$ cat src/hw/rtl/drb_pkg.sv
// ----------------------------------------------------------------------------
// drb_pkg: shared constants and types for the decile rank binning block
// Holds the column capacity, derived widths and the command and status
// bundles that join the controller to the datapath.
// ----------------------------------------------------------------------------
package drb_pkg;

   localparam int MAX_SAMPLES = 64;
   localparam int SAMPLE_W    = 32;
   localparam int CNT_W       = $clog2(MAX_SAMPLES + 1);
   localparam int ADDR_W      = $clog2(MAX_SAMPLES);
   localparam int DECILE_W    = 4;
   localparam int NUM_BINS    = 10;
   localparam int NUM_W       = CNT_W + 4;

   typedef struct packed {
      logic accept;
      logic read_pivot;
      logic load_pivot;
      logic sweep;
      logic emit;
   } drb_cmd_type;

   typedef struct packed {
      logic sweep_done;
      logic item_last;
      logic out_free;
   } drb_status_type;

endpackage

$ cat src/hw/rtl/drb_ctrl.sv
// ----------------------------------------------------------------------------
// drb_ctrl: sequencing state machine
// Collects samples until the closing transfer, then walks each stored sample
// through a pivot read, a compare sweep and a result transfer.
// ----------------------------------------------------------------------------
module drb_ctrl
   import drb_pkg::*;
(
   input  logic           clock,
   input  logic           reset,
   input  logic           req_valid,
   input  logic           req_last_sample,
   input  drb_status_type status,
   output drb_cmd_type    cmd
);

   localparam logic [2:0] ST_IDLE   = 3'd0;
   localparam logic [2:0] ST_RD_PIV = 3'd1;
   localparam logic [2:0] ST_LD_PIV = 3'd2;
   localparam logic [2:0] ST_SWEEP  = 3'd3;
   localparam logic [2:0] ST_EMIT   = 3'd4;

   logic [2:0] state_ff;
   logic [2:0] state_in;

   always_comb begin
      state_in       = state_ff;
      cmd            = '0;
      unique case (state_ff)
         ST_IDLE: begin
            cmd.accept = 1'b1;
            if (req_valid && req_last_sample) begin
               state_in = ST_RD_PIV;
            end
         end
         ST_RD_PIV: begin
            cmd.read_pivot = 1'b1;
            state_in       = ST_LD_PIV;
         end
         ST_LD_PIV: begin
            cmd.load_pivot = 1'b1;
            state_in       = ST_SWEEP;
         end
         ST_SWEEP: begin
            cmd.sweep = 1'b1;
            if (status.sweep_done) begin
               state_in = ST_EMIT;
            end
         end
         ST_EMIT: begin
            if (status.out_free) begin
               cmd.emit = 1'b1;
               state_in = status.item_last ? ST_IDLE : ST_RD_PIV;
            end
         end
         default: begin
            state_in = ST_IDLE;
         end
      endcase
   end

   always_ff @(posedge clock) begin
      if (reset) begin
         state_ff <= ST_IDLE;
      end else begin
         state_ff <= state_in;
      end
   end

endmodule

$ cat src/hw/rtl/drb_datapath.sv
// ----------------------------------------------------------------------------
// drb_datapath: sample store, rank counter and result register
// Stores the column, counts smaller samples one compare per cycle and turns
// each rank into a decile with a bank of threshold compares.
// ----------------------------------------------------------------------------
module drb_datapath
   import drb_pkg::*;
(
   input  logic                       clock,
   input  logic                       reset,
   input  drb_cmd_type                cmd,
   output drb_status_type             status,
   input  logic                       req_valid,
   input  logic signed [SAMPLE_W-1:0] req_sample_value,
   output logic                       rsp_valid,
   input  logic                       rsp_ready,
   output logic [DECILE_W-1:0]        rsp_decile,
   output logic                       rsp_last_result,
   output logic                       rsp_overflow
);

   logic signed [SAMPLE_W-1:0] mem [MAX_SAMPLES];
   logic signed [SAMPLE_W-1:0] rd_data_ff;
   logic signed [SAMPLE_W-1:0] pivot_ff;
   logic [ADDR_W-1:0]          rd_addr;
   logic [CNT_W-1:0]           count_ff;
   logic                       dropped_ff;
   logic [ADDR_W-1:0]          item_ff;
   logic [ADDR_W-1:0]          scan_ff;
   logic [CNT_W-1:0]           rank_ff;
   logic                       take;
   logic                       full;
   logic [CNT_W-1:0]           count_m1;
   logic [NUM_W-1:0]           num;
   logic [DECILE_W-1:0]        decile;
   logic                       rsp_valid_ff;
   logic [DECILE_W-1:0]        decile_ff;
   logic                       last_ff;
   logic                       ovf_ff;

   assign take     = cmd.accept && req_valid;
   assign full     = (count_ff == CNT_W'(MAX_SAMPLES));
   assign count_m1 = count_ff - CNT_W'(1);

   assign status.sweep_done = ({1'b0, scan_ff} == count_m1);
   assign status.item_last  = ({1'b0, item_ff} == count_m1);
   assign status.out_free   = !rsp_valid_ff || rsp_ready;

   always_comb begin
      priority if (cmd.read_pivot) begin
         rd_addr = item_ff;
      end else if (cmd.load_pivot) begin
         rd_addr = '0;
      end else begin
         rd_addr = scan_ff + ADDR_W'(1);
      end
   end

   always_ff @(posedge clock) begin
      if (take && !full) begin
         mem[count_ff[ADDR_W-1:0]] <= req_sample_value;
      end
      rd_data_ff <= mem[rd_addr];
   end

   always_comb begin
      logic [NUM_W-1:0] thr;
      num    = NUM_W'(rank_ff) * NUM_W'(NUM_BINS) + NUM_W'(5);
      decile = '0;
      for (int k = 1; k < NUM_BINS; k++) begin
         thr = NUM_W'(k) * NUM_W'(count_ff);
         if (num >= thr) begin
            decile = decile + DECILE_W'(1);
         end
      end
   end

   always_ff @(posedge clock) begin
      if (take) begin
         item_ff <= '0;
      end else if (cmd.emit) begin
         item_ff <= item_ff + ADDR_W'(1);
      end
      if (cmd.load_pivot) begin
         pivot_ff <= rd_data_ff;
         scan_ff  <= '0;
         rank_ff  <= '0;
      end else if (cmd.sweep) begin
         scan_ff <= scan_ff + ADDR_W'(1);
         if (rd_data_ff < pivot_ff) begin
            rank_ff <= rank_ff + CNT_W'(1);
         end
      end
      if (cmd.emit) begin
         decile_ff <= decile;
         last_ff   <= status.item_last;
         ovf_ff    <= dropped_ff;
      end
   end

   always_ff @(posedge clock) begin
      if (reset) begin
         count_ff     <= '0;
         dropped_ff   <= 1'b0;
         rsp_valid_ff <= 1'b0;
      end else begin
         if (take) begin
            if (full) begin
               dropped_ff <= 1'b1;
            end else begin
               count_ff <= count_ff + CNT_W'(1);
            end
         end else if (cmd.emit && status.item_last) begin
            count_ff   <= '0;
            dropped_ff <= 1'b0;
         end
         if (cmd.emit) begin
            rsp_valid_ff <= 1'b1;
         end else if (rsp_ready) begin
            rsp_valid_ff <= 1'b0;
         end
      end
   end

   assign rsp_valid       = rsp_valid_ff;
   assign rsp_decile      = decile_ff;
   assign rsp_last_result = last_ff;
   assign rsp_overflow    = ovf_ff;

endmodule

$ cat src/hw/rtl/decile_rank_binning.sv
// ----------------------------------------------------------------------------
// decile_rank_binning: ranks a column of Q16.16 samples into deciles
// Samples are taken while idle; after the closing transfer each stored
// sample passes through a pivot read, a pivot load, a compare sweep over the
// single store read port and a result load, which waits for a free output.
// No new sample is taken until the last result of the column is loaded.
// Reset (synchronous, active high) empties the column and the result register.
// ----------------------------------------------------------------------------
module decile_rank_binning
   import drb_pkg::*;
(
   input  logic                       clock,
   input  logic                       reset,
   input  logic                       req_valid,
   output logic                       req_ready,
   input  logic signed [SAMPLE_W-1:0] req_sample_value,
   input  logic                       req_last_sample,
   output logic                       rsp_valid,
   input  logic                       rsp_ready,
   output logic [DECILE_W-1:0]        rsp_decile,
   output logic                       rsp_last_result,
   output logic                       rsp_overflow
);

   drb_cmd_type    cmd;
   drb_status_type status;

   drb_ctrl u_ctrl (
      .clock           (clock),
      .reset           (reset),
      .req_valid       (req_valid),
      .req_last_sample (req_last_sample),
      .status          (status),
      .cmd             (cmd)
   );

   drb_datapath u_datapath (
      .clock            (clock),
      .reset            (reset),
      .cmd              (cmd),
      .status           (status),
      .req_valid        (req_valid),
      .req_sample_value (req_sample_value),
      .rsp_valid        (rsp_valid),
      .rsp_ready        (rsp_ready),
      .rsp_decile       (rsp_decile),
      .rsp_last_result  (rsp_last_result),
      .rsp_overflow     (rsp_overflow)
   );

   assign req_ready = cmd.accept;

   a_decile_range : assert property (@(posedge clock) disable iff (reset)
      rsp_valid |-> (rsp_decile < DECILE_W'(NUM_BINS)))
      else $error("decile out of range");

   a_close_blocks : assert property (@(posedge clock) disable iff (reset)
      (req_valid && req_ready && req_last_sample) |=> !req_ready)
      else $error("input taken after closing transfer");

   a_cmd_exclusive : assert property (@(posedge clock) disable iff (reset)
      $onehot0({cmd.accept, cmd.read_pivot, cmd.load_pivot, cmd.sweep, cmd.emit}))
      else $error("conflicting datapath commands");

   a_emit_free : assert property (@(posedge clock) disable iff (reset)
      cmd.emit |=> rsp_valid)
      else $error("result load lost");

endmodule
$ cat config.mk
export PLATFORM = sky130hd
export DESIGN_NAME = decile_rank_binning
export DESIGN_NICKNAME = d
export VERILOG_FILES = /design/src/hw/rtl/drb_pkg.sv /design/src/hw/rtl/drb_ctrl.sv /design/src/hw/rtl/drb_datapath.sv /design/src/hw/rtl/decile_rank_binning.sv
export SDC_FILE = /design/constraint.sdc
export NUM_CORES = 2
export LEC_CHECK = 0
export ABC_AREA = 1
export BUFFER_PORTS_ARGS = -buffer_cell sky130_fd_sc_hd__buf_2
export CAP_MARGIN = 30
export CORE_UTILIZATION = 40
export DETAILED_ROUTE_END_ITERATION = 10
export GPL_TIMING_DRIVEN = 0
export SETUP_SLACK_MARGIN = 0.05
export SYNTH_ARGS = -nofsm -noshare
export SYNTH_HDL_FRONTEND = slang
export SYNTH_SLANG_ARGS = --single-unit
$ cat constraint.sdc
create_clock -name clock -period 6.49 [get_ports clock]
set_clock_uncertainty 0.1 [all_clocks]
set_input_delay 0.9735 -clock clock [delete_from_list [all_inputs] [get_ports clock]]
set_output_delay 0.9735 -clock clock [all_outputs]
set_load 0.05 [all_outputs]
==> reports/metrics.sh <==
RUN_STATUS='completed'
CRITICAL_PATH.STARTPOINT='u_datapath.rank_ff[3]$_SDFFE_PP0P_'
CTS_SINKS=2149
POST_CTS_HOLD_BUFFER_COUNT=0
MAXCLOCKFREQUENCY_MHz=160
HOLD_DEPTH=2
LAYOUT_AREA_OVERHEAD_PCT=16.6
GRT_SETUP_UNREPAIRED='yes'
YS.WARNINGS.COUNT=0
POSTSYNTH.ASYNCRESETSHARE=0
ROUTE.DETAILED.VIAS_PER_INST=6.15
ROUTED_WL_UM=332000
POST-ROUTE-MIN-PERIOD_NS=6.25
ANTENNA_LEFT=0
POST_SYNTH_INSTANCE_AREA_UM2=88000
WORST-R2R-CELL-COUNT=39
FILLERINSTANCES=18900
TOTAL_NUMBER_OF_PLACEMENT_ROWS=171
RR_ENDPOINT='u_datapath.rsp_decile[2]$_DFFE_PP_'
CRITICALPATHCATEGORY='register to register'
MAX_SLEW.WORST_PIN.SLEW_NS=1.21
CPPEAKSTAGEDELAY_NS=0.59
DETAILEDROUTE.FIRSTPASSITERATIONCOUNT=6
SYNTH.TOP_CELL.AREA_SHARE=0.712
FLOORPLAN.INITIALDENSITY=0.404
HTREE_NUM_LEVELS=4
POSTSYNTHCELLCOUNT=6845
GRT_USAGE=0.292
FINALNETCOUNT=7480
CTS.ROOT.BUFFER_CELL='sky130_fd_sc_hd__clkbuf_16'
ARRIVAL_TIME_REPORTED_FOR_THE_CRITICAL_PATH_ENDPOINT_NS=6.77
DRT_ITER0_DRC=11200
TIMING.CRITICAL_PATH.TO_TYPE='register'
HPWL_UM=227000
PIN_COUNT_OF_THE_BIGGEST_NET_ENTERING_GLOBAL_ROUTING=65
DIE_WIDTH_UM=471
CORE_AREA_UM2=218000
CTS_TREE='built'
CPLARGESTDELAYFAMILY='adder cells'
HOLD_PATH_END='u_datapath.count_ff[1]$_SDFFE_PP0P_'
CLK_LATENCY_NS=0.88
TIMING.FINAL.CRIT_SHARE=0.963
DRV_CAP=0
YOSYS_MOST_USED_DFF='sky130_fd_sc_hd__edfxtp_1'
CTS.PATH.MAX_BUFFERS=3
GRT_OVERFLOW=0
DRC=0
REQUIRED_WORST_ENDPOINT_NS=7.01
FP.DIEAREA_UM2=222000
SYNTHMOSTINSTANTIATEDCELL='sky130_fd_sc_hd__edfxtp_1'
MEAN_INSTANCE_SIZE_IN_THE_SYNTHESIZED_NETLIST_UM2=12.9
SHARE_OF_POST_ROUTE_CELLS_WITH_DRIVE_STRENGTH_ABOVE_1=0.120
CLKSLEWWORSTSETUPHOLDPATHS_NS=0.06
CRITICAL_PATH.STARTPOINT_TYPE='register'
YOSYSTOPAREACELL='sky130_fd_sc_hd__edfxtp_1'
NETLIST-CELL-TYPE-COUNT=52
YS_FF_LATCH=2149
ROUTE.VIAS.TOTAL=63500
CTS_INSERTED_BUFFERS=211
DIE_HEIGHT_UM=471
CP_MAX_FO=4
SLEW-LIMIT-HEADROOM=0.187
NUMPORTBUFFERS=44
GRT_ANTENNA_BEFORE_REPAIR=41
DESIGN.PORTCOUNT=45
CPMAXSTAGEDELAYCELL='sky130_fd_sc_hd__fa_2'
FINAL_MAX_SLEW_VIOL_COUNT=0
GPL.FINAL_WEIGHTED_CONGESTION=1.02
TIMING.HOLD.WS_NS=0.268
PATH_COMMON_CELL='sky130_fd_sc_hd__ha_4'
HOLD_CLASS='primary input to register'
TIMING_HOLD_VIOLATIONS_FINAL=0
EDFF_COUNT_SYNTH=2086
SYNTHTOPCELLSBYAREA='sky130_fd_sc_hd__edfxtp_1 (71%), sky130_fd_sc_hd__o21ai_0 (6.3%), sky130_fd_sc_hd__nor2_1 (5.8%)'
WORST-R2R-SETUP-SLACK_NS=0.24
FINALSETUPVIOLCOUNT=0
GRT_FIRST_PASS_WIRELENGTH_UM=453000
YS_SEQ_AREA_FRAC=0.726
LAUNCH_POINT_OF_THE_WORST_HOLD_PATH='reset'
ROUTEDWLPERCELL_UM=32.2
YS_TOP_CELLS_BY_COUNT='sky130_fd_sc_hd__edfxtp_1 (2,086), sky130_fd_sc_hd__nor2_1 (1,369), sky130_fd_sc_hd__o21ai_0 (1,113)'
R2R-START='u_datapath.rank_ff[3]$_SDFFE_PP0P_'
VIAS_IN_THE_FIRST_GLOBAL_ROUTE=58000
FINALCOREUTILIZATION=0.471
TIMING.CRITICAL_PATH.BUF_INV=8
SYNTH_NETS=7055
-- layout by cell type, fill, tap and decap left out, types with 15 or more instances in the layout --
| cell type | synthesis | final |
|---|---|---|
| sky130_fd_sc_hd__dfxtp_1 | 63 | 52 |
| sky130_fd_sc_hd__bufinv_16 | 0 | 32 |
| sky130_fd_sc_hd__nor2_4 | 3 | 70 |
| sky130_fd_sc_hd__diode_2 | 0 | 18 |
| sky130_fd_sc_hd__nand2_1 | 229 | 222 |
| sky130_fd_sc_hd__buf_16 | 0 | 17 |
| sky130_fd_sc_hd__xnor2_1 | 16 | 15 |
| sky130_fd_sc_hd__clkinv_1 | 2 | 54 |
| sky130_fd_sc_hd__o21ai_1 | 189 | 192 |
| sky130_fd_sc_hd__o22ai_1 | 491 | 490 |
| sky130_fd_sc_hd__inv_2 | 15 | 20 |
| sky130_fd_sc_hd__a21oi_1 | 79 | 77 |
| sky130_fd_sc_hd__xor2_1 | 32 | 29 |
| sky130_fd_sc_hd__edfxtp_1 | 2086 | 2086 |
| sky130_fd_sc_hd__o21ai_0 | 1113 | 1109 |
| sky130_fd_sc_hd__clkbuf_1 | 247 | 276 |
| sky130_fd_sc_hd__buf_4 | 9 | 70 |
| sky130_fd_sc_hd__inv_1 | 146 | 135 |
| sky130_fd_sc_hd__ha_1 | 162 | 150 |
| sky130_fd_sc_hd__o221ai_1 | 136 | 136 |
| sky130_fd_sc_hd__nor2_1 | 1369 | 1301 |
| sky130_fd_sc_hd__buf_2 | 179 | 207 |
| sky130_fd_sc_hd__nand3_1 | 128 | 124 |
| sky130_fd_sc_hd__o211ai_1 | 39 | 39 |
| sky130_fd_sc_hd__clkinv_2 | 0 | 45 |
| sky130_fd_sc_hd__clkbuf_16 | 0 | 211 |
| sky130_fd_sc_hd__buf_12 | 0 | 92 |
-- stage by stage --
step	std cells	cell area [um^2]	TNS [ns]	worst slack, ns
6_report	10300	103000	0	0.242
5_1_grt	10300	103000	-0.0845	-0.0483
4_1_cts	10300	102000	0	0.0781
3_5_place_dp	9864	94900	-3.78	-1.33
3_3_place_gp	9743	91900	-1220.39	-1.66
2_1_floorplan	6845	88100	0	0.0505
-- how the worst max path moves through the flow --
| stage | end | slack (ns) | cells past startpoint |
|---|---|---|---|
| 6_report | u_datapath.rsp_decile[2]$_DFFE_PP_ | 0.24 | 39 |
| 5_1_grt | u_datapath.rsp_decile[2]$_DFFE_PP_ | -0.05 | 38 |
| 4_1_cts | u_datapath.rsp_decile[2]$_DFFE_PP_ | 0.08 | 39 |
| 3_5_place_dp | u_datapath.rsp_decile[1]$_DFFE_PP_ | -1.33 | 36 |
| 2_1_floorplan | u_datapath.rsp_decile[2]$_DFFE_PP_ | 0.05 | 37 |
| 3_3_place_gp | u_datapath.mem[32][29]$_DFFE_PP_ | -1.66 | 9 |
-- flip-flops by register name, indices dropped and copies added, names as in the netlist --
| name | flops |
|---|---|
| u_datapath.rank_ff | 7 |
| u_ctrl.state_ff | 3 |
| u_datapath.rsp_valid | 1 |
| u_datapath.rsp_last_result | 1 |
| u_datapath.rsp_overflow | 1 |
| u_datapath.dropped_ff | 1 |
| u_datapath.pivot_ff | 32 |
| u_datapath.rd_data_ff | 32 |
| u_datapath.scan_ff | 6 |
| u_datapath.mem | 2048 |
| u_datapath.count_ff | 7 |
| u_datapath.rsp_decile | 4 |
| u_datapath.item_ff | 6 |
-- cells by family (layout without fill, tap and decap cells) --
kind of cell             Yosys count  after routing  synth area share
AO/OA/AOI/OAI                   2076           2076             0.133
adder cells (fa/ha/maj)          173            173            0.0255
XOR/XNOR                          48             48           0.00478
other                              0             18                 0
AND/OR/NAND/NOR                 1793           1793            0.0817
buffers and inverters            606           1213            0.0289
flip-flops                      2149           2149             0.726
-- worst reg2reg max path: cells and delay by family (launching register included) --
kind	cells	cell delay [ns]
xor+xnor	2	0.26
fa+ha+maj	9	2.31
simple gates	19	2.25
flops	1	0.35
compound gates	1	0.21
buf+inv	8	0.54
-- layout make-up --
cell class	instances	area [um^2]	share of cell area
diodes	18	45.0	0.000439
plain buffers	443	1940	0.0189
clock buffers	243	5400	0.0526
clock inverters	152	1660	0.0162
inverters	163	639	0.00623
multi-input cells	4090	22400	0.218
flip-flops and latches	2149	63900	0.623
well taps	2854	3570	0.0348
repair buffers	212	3080	0.0300
-- metal layers --
layer	vias to the layer above	share of wire	track usage	wire, um
met5	-	0.00047	0	155
met4	24	0.056	0.140	18500
met3	803	0.15	0.0985	48600
met2	4721	0.42	0.421	141000
met1	31500	0.37	0.393	125000
li1	26500	-	-	-
-- what timing repair did --
item,in CTS,in global routing
resized for setup,62,19
endpoints found under the setup margin,3,3
hold endpoints to repair,0,0
pin swaps,30,29
buffers inserted,31,11
Power is left out: the tool's default activity adds up to more than one toggle a clock period on the data nets, which glitch-free logic cannot reach.
